$ cat src/hdl/mcsc_pkg.sv
// ----------------------------------------------------------------------------
// mcsc_pkg: shared types and constants for the stick cutting cost engine
// Sizes, error codes, controller states and the command/status bundles.
// ----------------------------------------------------------------------------
`timescale 1ns / 1ps

package mcsc_pkg;

  localparam int MAX_CUTS  = 64;
  localparam int POS_WIDTH = 16;
  localparam int IN_POS_W  = 16;
  localparam int COST_W    = 24;
  localparam int ERR_W     = 2;

  localparam int NUM_ENDS  = MAX_CUTS + 2;
  localparam int IDX_W     = $clog2(NUM_ENDS);
  localparam int CNT_W     = $clog2(MAX_CUTS + 1);
  localparam int TBL_DEPTH = NUM_ENDS * NUM_ENDS;
  localparam int ADDR_W    = $clog2(TBL_DEPTH);
  localparam int SUM_W     = COST_W + 1;
  localparam int TOT_W     = ((SUM_W > POS_WIDTH) ? SUM_W : POS_WIDTH) + 1;

  typedef logic [POS_WIDTH-1:0] pos_t;
  typedef logic [IDX_W-1:0]     idx_t;
  typedef logic [CNT_W-1:0]     cnt_t;
  typedef logic [ADDR_W-1:0]    addr_t;
  typedef logic [COST_W-1:0]    cost_t;
  typedef logic [SUM_W-1:0]     sum_t;
  typedef logic [TOT_W-1:0]     tot_t;

  localparam cost_t COST_MAX = '1;

  typedef enum logic [ERR_W-1:0] {
    ERR_NONE     = 2'd0,
    ERR_TOO_MANY = 2'd1,
    ERR_ORDER    = 2'd2
  } err_t;

  typedef enum logic [2:0] {
    ST_IDLE,
    ST_INIT,
    ST_SEG,
    ST_SCAN,
    ST_DRAIN,
    ST_WRITE,
    ST_DONE
  } state_t;

  typedef struct packed {
    logic load;       // cut item accepted
    logic start;      // end item accepted
    logic init_step;  // clear one unit segment
    logic seg_start;  // fetch endpoints of the current segment
    logic scan_step;  // issue one split pair
    logic write_seg;  // store the segment cost
    logic finish;     // move the result to the output register
  } ctrl_cmd_t;

  typedef struct packed {
    logic start_err;  // end item would give an error result
    logic init_last;
    logic no_gap;     // no cuts: nothing to split
    logic k_last;
    logic seg_last;   // last segment of this gap
    logic gap_last;
    logic out_free;
  } dp_stat_t;

  function automatic addr_t cost_addr(idx_t row, idx_t col);
    return addr_t'(addr_t'(row) * addr_t'(NUM_ENDS) + addr_t'(col));
  endfunction

endpackage

$ cat src/hdl/mcsc_ctrl.sv
// ----------------------------------------------------------------------------
// mcsc_ctrl: sequencer for the interval cost program
// Walks load, table clear, gap/segment/split loops and result hand-off.
// ----------------------------------------------------------------------------
`timescale 1ns / 1ps

module mcsc_ctrl (
  input  logic                clk,
  input  logic                rst_n,
  input  logic                in_valid,
  input  logic                in_is_stick_end,
  input  mcsc_pkg::dp_stat_t  stat,
  output mcsc_pkg::ctrl_cmd_t cmd,
  output logic                in_stall
);

  mcsc_pkg::state_t state_r, state_nxt;

  always_ff @(posedge clk) begin
    if (!rst_n) begin
      state_r <= mcsc_pkg::ST_IDLE;
    end else begin
      state_r <= state_nxt;
    end
  end

  always_comb begin
    state_nxt = state_r;
    case (state_r)
      mcsc_pkg::ST_IDLE: begin
        if (in_valid && in_is_stick_end) begin
          state_nxt = stat.start_err ? mcsc_pkg::ST_DONE : mcsc_pkg::ST_INIT;
        end
      end
      mcsc_pkg::ST_INIT: begin
        if (stat.init_last) begin
          state_nxt = stat.no_gap ? mcsc_pkg::ST_DONE : mcsc_pkg::ST_SEG;
        end
      end
      mcsc_pkg::ST_SEG: begin
        state_nxt = mcsc_pkg::ST_SCAN;
      end
      mcsc_pkg::ST_SCAN: begin
        if (stat.k_last) begin
          state_nxt = mcsc_pkg::ST_DRAIN;
        end
      end
      mcsc_pkg::ST_DRAIN: begin
        state_nxt = mcsc_pkg::ST_WRITE;
      end
      mcsc_pkg::ST_WRITE: begin
        state_nxt = (stat.seg_last && stat.gap_last) ? mcsc_pkg::ST_DONE
                                                     : mcsc_pkg::ST_SEG;
      end
      mcsc_pkg::ST_DONE: begin
        if (stat.out_free) begin
          state_nxt = mcsc_pkg::ST_IDLE;
        end
      end
      default: begin
        state_nxt = mcsc_pkg::ST_IDLE;
      end
    endcase
  end

  always_comb begin
    cmd           = '0;
    in_stall      = 1'b1;
    case (state_r)
      mcsc_pkg::ST_IDLE: begin
        in_stall  = 1'b0;
        cmd.load  = in_valid && !in_is_stick_end;
        cmd.start = in_valid && in_is_stick_end;
      end
      mcsc_pkg::ST_INIT:  cmd.init_step = 1'b1;
      mcsc_pkg::ST_SEG:   cmd.seg_start = 1'b1;
      mcsc_pkg::ST_SCAN:  cmd.scan_step = 1'b1;
      mcsc_pkg::ST_DRAIN: cmd           = '0;
      mcsc_pkg::ST_WRITE: cmd.write_seg = 1'b1;
      mcsc_pkg::ST_DONE:  cmd.finish    = stat.out_free;
      default:            cmd           = '0;
    endcase
  end

endmodule

$ cat config.mk
export PLATFORM = sky130hd
export DESIGN_NAME = mcsc_ctrl
export DESIGN_NICKNAME = d
export VERILOG_FILES = /design/src/hdl/mcsc_pkg.sv /design/src/hdl/mcsc_ctrl.sv
export SDC_FILE = /design/constraint.sdc
export NUM_CORES = 1
export LEC_CHECK = 0
export BUFFER_PORTS_ARGS = -buffer_cell sky130_fd_sc_hd__buf_4
export CAP_MARGIN = 20
export CORE_AREA = 4 4 41 43
export CTS_CLUSTER_DIAMETER = 150
export DETAILED_ROUTE_END_ITERATION = 10
export DIE_AREA = 0 0 45 47
export PLACE_DENSITY = 0.46
export SLEW_MARGIN = 20
export SYNTH_ARGS = -nofsm -noshare
export SYNTH_HDL_FRONTEND = slang
export SYNTH_SLANG_ARGS = --single-unit
$ cat constraint.sdc
create_clock -name clk -period 1.3 [get_ports clk]
set_input_delay 0.26 -clock clk [delete_from_list [all_inputs] [get_ports clk]]
set_output_delay 0.26 -clock clk [all_outputs]
set_load 0.05 [all_outputs]
==> impl_metrics.py, run 1 <==
metrics = {
    "cells_and_area": {
        "largest_reg_flops": 3,
        "utilization": 0.591,
        "drive_gt1_frac": 0.756,
        "top_register": "state_r",
        "seq_area_um2": 71.3,
        "multi_input_area_um2": 304,
        "syn2layout_area_growth_pct": 148,
        "diodes": 0,
        "design_area_um2": 769,
        "n_fill_cell": 115,
        "reg_top3": "state_r: 3 flops",
        "instances_no_fill": 97,
        "fin_nets": 94,
    },
    "synth": {
        "yosys_warnings": 0,
        "synth_cell_types": 23,
        "yosysTopAreaCell": "dfxtp_1",
        "syn-num-nets": 58,
        "seq_area_frac_synth": 0.194,
        "syn_avg_cell_area_um2": 6.60,
        "synth_top_area_frac": 0.194,
        "syn_inst": 47,
        "synth_area_leaders": "dfxtp_1 (19%), nand2_1 (9.7%), buf_6 (7.3%), nor2_1 (6.0%), a211oi_1 (4.8%)",
        "syn-cell-area_um2": 310,
        "synth_seq_cells": 3,
    },
    "pwr": {
        "power_mw": 1.86,
        "p_leak_nw": 0.335,
        "power_density_nw_per_um2": 2420,
        "max-vdd-ir-drop_mv": 1.12,
    },
    "sta": {
        "fin_crit_sh": 1.10,
        "fmax_mhz": 697,
        "rsz0062_at_grt": "true",
        "skew_ps": 1.06,
        "setup_slack_ps": -135,
        "maxSlewViolCount": 0,
        "worst_slew_pin_slew_ps": 222,
        "hold_viol": 0,
        "slew_headroom": 0.852,
        "report.final.setup_viol": 8,
        "period_needed_ps": 1440,
    },
    "global_route": {
        "grt_max_degree": 6,
        "grt_pass1_wl_um": 1990,
        "grt_overflow": 0,
        "grt_pass1_vias": 469,
        "grt_use_total": 0.137,
        "antenna_found_initial": 0,
    },
    "clocking": {
        "cts-buffers-inserted": 3,
        "clk_latency_ps": 240,
        "path_clk_slew_ps": 40,
        "clock_path_buffers": 2,
        "cts_root_buf": "clkbuf_4",
        "ctsHtreeMaxLevel": 1,
        "cts_tree": "done",
        "clkSinkCount": 3,
    },
    "min_path": {
        "hold_class": "input port to flip-flop",
        "hold_start": "rst_n",
    },
    "placed_design": {
        "dpl-instance-area_um2": 505,
        "io_buffers": 18,
        "place_congestion": 0.828,
        "dp_hpwl_um": 746,
        "dp_cells": 83,
    },
    "flow_run": {
        "maxCapViolations": 0,
    },
    "floorplanning": {
        "core_um2": 1300,
        "io_pins": 19,
        "die_h_um": 47,
        "die-area_um2": 2120,
        "start_util": 0.238,
        "fp.dieW_um": 45,
        "core.rowCount": 13,
    },
    "setup_path": {
        "path_cells": "nor3_4, and3_4, buf_8",
        "cp-end-kind": "primary output",
        "worstPathArrival_ps": 1180,
        "critPathLaunchType": "flip-flop",
        "critPathLaunch": "state_r[2]$_SDFFE_PN0P_",
        "cp.required_ps": 1040,
        "r2r_start": "state_r[1]$_SDFFE_PN0P_",
        "slowest_stage": "dfxtp_4",
        "worst-setup-path-type": "flip-flop to primary output",
        "path_max_fanout": 3,
        "max_stage_delay_ps": 350,
    },
    "route": {
        "wl_per_cell_um": 15.1,
        "routed_wl_um": 1470,
        "postRouteAntennaNets": 0,
        "dr.pass1.iters": 2,
        "drcViolationCount": 0,
        "drt-initial-drc-count": 5,
        "vias": 474,
        "via_per_inst": 4.89,
    },
    "run_status": {
        "failed_checks": "setup timing",
        "status": "finished with violations",
    },
}
routing by layer:
metal / up-vias / wire (um) / global-route usage
met5: - / 0 / 0
met4: 0 / 35 / 0.123
met3: 5 / 64 / 0.0268
met2: 16 / 757 / 0.249
met1: 223 / 611 / 0.131
li1: 230 / - / -
repair_timing:
item | 4_1_cts | 5_1_grt
resized for setup | 32 | 15
pin swaps | 6 | 11
buffers inserted | 8 | 2
endpoints found under the setup margin | 8 | 11
hold buffers | 0 | 0
final cells by class:
class | count | area share
Timing Repair Buffer | 34 | 0.434
Multi-Input combinational cell | 37 | 0.395
Sequential cell | 3 | 0.0927
Clock buffer | 4 | 0.0341
Tap cell | 15 | 0.0244
Inverter | 4 | 0.0195
synth_stat cells:
master,number
dfxtp_1,3
nor2_1,5
buf_6,2
a21oi_1,2
nor3_1,2
and2_1,2
o22ai_1,2
nand2_1,8
nand2b_1,2
nor2_2,1
a211oi_1,2
a31oi_1,1
nand2b_2,1
o211ai_1,2
and3_1,1
and3_2,1
o21ai_0,1
o21ai_1,1
buf_4,1
o21a_1,1
inv_1,4
nor2b_1,1
nor3_2,1
critical path: cells and delay by family, from the launching register on:
kind                   cells  cell delay (ps)
AND/OR/NAND/NOR            2              440
flip-flops                 1              350
buffers and inverters      1              140
per-stage QoR:
| step | hold WS (ps) | TNS (ps) | setup WS [ps] |
|---|---|---|---|
| after floorplan | 378 | -57.3 | -37.4 |
| after global placement | 480 | -31.1 | -20.0 |
| after detailed placement | 482 | 0 | 0.979 |
| after CTS | 237 | -700 | -119 |
| after global routing | 248 | -1220 | -172 |
| final | 237 | -760 | -135 |
logic make-up (layout without fill, tap and decap cells):
group,Yosys count,count (layout),share of synthesized area
AOI/OAI and AO/OA,12,12,0.246
buffers and inverters,7,42,0.145
DFF,3,3,0.194
and+or+nand+nor,25,25,0.415
worst paths after layout:
kind	endpoint	slack, ps	cells after the start
setup / recovery	cmd[5]	-140	3
hold / removal	state_r[0]$_SDFFE_PN0P_	240	2
setup reg to reg	state_r[2]$_SDFFE_PN0P_	0	7
hold reg to reg	state_r[0]$_SDFFE_PN0P_	830	3
report_power, final:
group          switching (mW)  internal, mW  leakage (nW)
registers              0.0580         0.146        0.0267
clock network          0.0578         0.116        0.0150
logic                   0.767         0.718         0.294
total                   0.883         0.979         0.335
layout by cell type (no fill, tap or decap), drive strengths merged:
cell	Yosys	final
buf	3	34
and3	2	2
a21oi	2	2
o22ai	2	2
nor3	3	3
clkbuf	0	4
and2	2	2
dfxtp	3	3
nand2	8	8
nor2b	1	1
o21ai	2	2
inv	4	4
a211oi	2	2
o211ai	2	2
nor2	6	6
nand2b	3	3
o21a	1	1
a31oi	1	1
No activity file was read; power rests on OpenSTA's default activity.
==> run 2, diff against run 1 <==
==> constraint.sdc (replaced) <==
create_clock -name clk -period 1.3 [get_ports clk]
set_input_delay 0.13 -clock clk [delete_from_list [all_inputs] [get_ports clk]]
set_output_delay 0.13 -clock clk [all_outputs]
set_load 0.05 [all_outputs]
==> impl_metrics.py, run 2 (synthesized netlist as in run 1, its figures left out) <==
metrics = {
    "sta": {
        "slew_headroom": 0.846,
        "period_needed_ps": 1290,
        "worst_slew_pin_slew_ps": 230,
        "hold_viol": 0,
        "report.final.setup_viol": 0,
        "tns_ps": 0,
        "fin_crit_sh": 0.989,
        "rsz0062_at_grt": "true",
        "skew_ps": 7.26,
        "maxSlewViolCount": 0,
        "fmax_mhz": 777,
        "setup_slack_ps": 13.8,
        "hold_slack_ps": 109,
    },
    "setup_path": {
        "path_max_fanout": 7,
        "cp.required_ps": 1170,
        "rr_worst_depth": 6,
        "critPathLaunchType": "flip-flop",
        "path_buf_inv": 2,
        "crit_family": "flip-flops",
        "worstPathArrival_ps": 1160,
        "path_cells": "buf_4, nand2b_4, nor2_4, buf_8",
        "cp-end-kind": "primary output",
        "cp.depth": 4,
        "worst-setup-path-type": "flip-flop to primary output",
        "slowest_stage": "dfxtp_4",
        "max_stage_delay_ps": 360,
    },
    "min_path": {
        "hold_class": "input port to flip-flop",
        "hold_depth": 2,
    },
    "placed_design": {
        "place_congestion": 0.843,
        "dpl-instance-area_um2": 473,
        "io_buffers": 18,
        "dp_hpwl_um": 754,
        "dp_slack_ps": 46.6,
    },
    "global_route": {
        "grt_pass1_wl_um": 1740,
        "grt_max_degree": 8,
        "grt_use_total": 0.112,
        "antenna_found_initial": 0,
        "grt_pass1_vias": 426,
        "grt_overflow": 0,
    },
    "floorplanning": {
        "core_um2": 1300,
        "core.rowCount": 13,
        "fp.dieW_um": 45,
        "die-area_um2": 2120,
        "die_h_um": 47,
        "start_util": 0.238,
        "io_pins": 19,
    },
    "pwr": {
        "power_density_nw_per_um2": 2340,
        "power_mw": 1.43,
        "max-vdd-ir-drop_mv": 1.11,
        "p_leak_nw": 0.279,
    },
    "cells_and_area": {
        "final_common_cell": "buf_4",
        "drive_gt1_frac": 0.581,
        "largest_reg_flops": 3,
        "fin_nets": 86,
        "diodes": 0,
        "syn2layout_area_growth_pct": 97.2,
        "top_register": "state_r",
        "design_area_um2": 612,
        "reg_top3": "state_r: 3 flops",
        "layout_common_cells": "buf_4 (19), nand2_1 (8), buf_6 (5), inv_1 (4)",
    },
    "run_status": {
        "status": "completed",
    },
    "route": {
        "via_per_inst": 4.67,
        "wl_per_cell_um": 11.5,
        "drt-initial-drc-count": 4,
        "routed_wl_um": 1020,
        "vias": 416,
        "postRouteAntennaNets": 0,
        "dr.pass1.iters": 4,
        "drcViolationCount": 0,
    },
    "clocking": {
        "cts_tree": "done",
        "path_clk_slew_ps": 40,
        "cts-buffers-inserted": 3,
        "clk_latency_ps": 240,
        "ctsHtreeMaxLevel": 1,
        "clkSinkCount": 3,
        "cts_root_buf": "clkbuf_4",
        "clock_path_buffers": 2,
    },
    "flow_run": {
        "maxCapViolations": 0,
    },
}
==> run 2: cell types whose count changed in the layout (fill, tap and decap cells not counted), moves of 3 or more <==
cell,previous run,this run
nor2_4,5,2
inv_1,1,4
buf_8,5,2
inv_2,3,0
buf_6,11,5
==> run 2: power breakdown <==
| group | switching (mW) | internal [mW] | leakage (nW) |
|---|---|---|---|
| Sequential | 0.0721 | 0.142 | 0.0264 |
| Combinational | 0.576 | 0.469 | 0.237 |
| Clock | 0.0554 | 0.116 | 0.0150 |
| Total | 0.703 | 0.727 | 0.279 |
==> run 2: path summary, 6_finish.rpt <==
path | start | endpoint | slack (ps)
max | state_r[0]$_SDFFE_PN0P_ | cmd[0] | 10
min | rst_n | state_r[0]$_SDFFE_PN0P_ | 110
max reg2reg | state_r[2]$_SDFFE_PN0P_ | state_r[2]$_SDFFE_PN0P_ | 120
min reg2reg | state_r[0]$_SDFFE_PN0P_ | state_r[0]$_SDFFE_PN0P_ | 770
==> run 2: per-layer routing <==
metal	part of all wire	global-route usage	vias to the layer above
met1	0.44	0.131	184
met4	0.0088	0.0351	0
met5	0	0	-
met3	0.064	0.0383	2
met2	0.49	0.192	17
li1	-	-	213
==> run 2: cell type report <==
| class | instances | area, um2 |
|---|---|---|
| flip-flops and latches | 3 | 68.8 |
| well taps | 15 | 18.8 |
| inverters | 4 | 15.0 |
| clock buffers | 4 | 26.3 |
| multi-input cells | 37 | 254 |
| repair buffers | 26 | 229 |
| fillers | 139 | 689 |
==> run 2: worst register-to-register path: stages, from the launching register on <==
cell and delay, ps:
dfxtp_4 370, buf_4 150, nor3_2 160, a31oi_1 60, o211ai_1 90, o22ai_1 100, and2_1 160
==> run 2: stage by stage <==
step                 util  cells
finish              0.470     89
global route        0.470     89
CTS                 0.423     87
detailed placement  0.363     81
global placement    0.363     81
floorplan               -     47
==> run 2: what timing repair did <==
item                       4_1_cts  5_1_grt
hold buffers                     0        0
pin swaps                        0        4
resized for setup               11       11
setup buffers                    2        2
setup endpoints to repair        8        6
hold endpoints to repair         0        0
cloned                           0        0
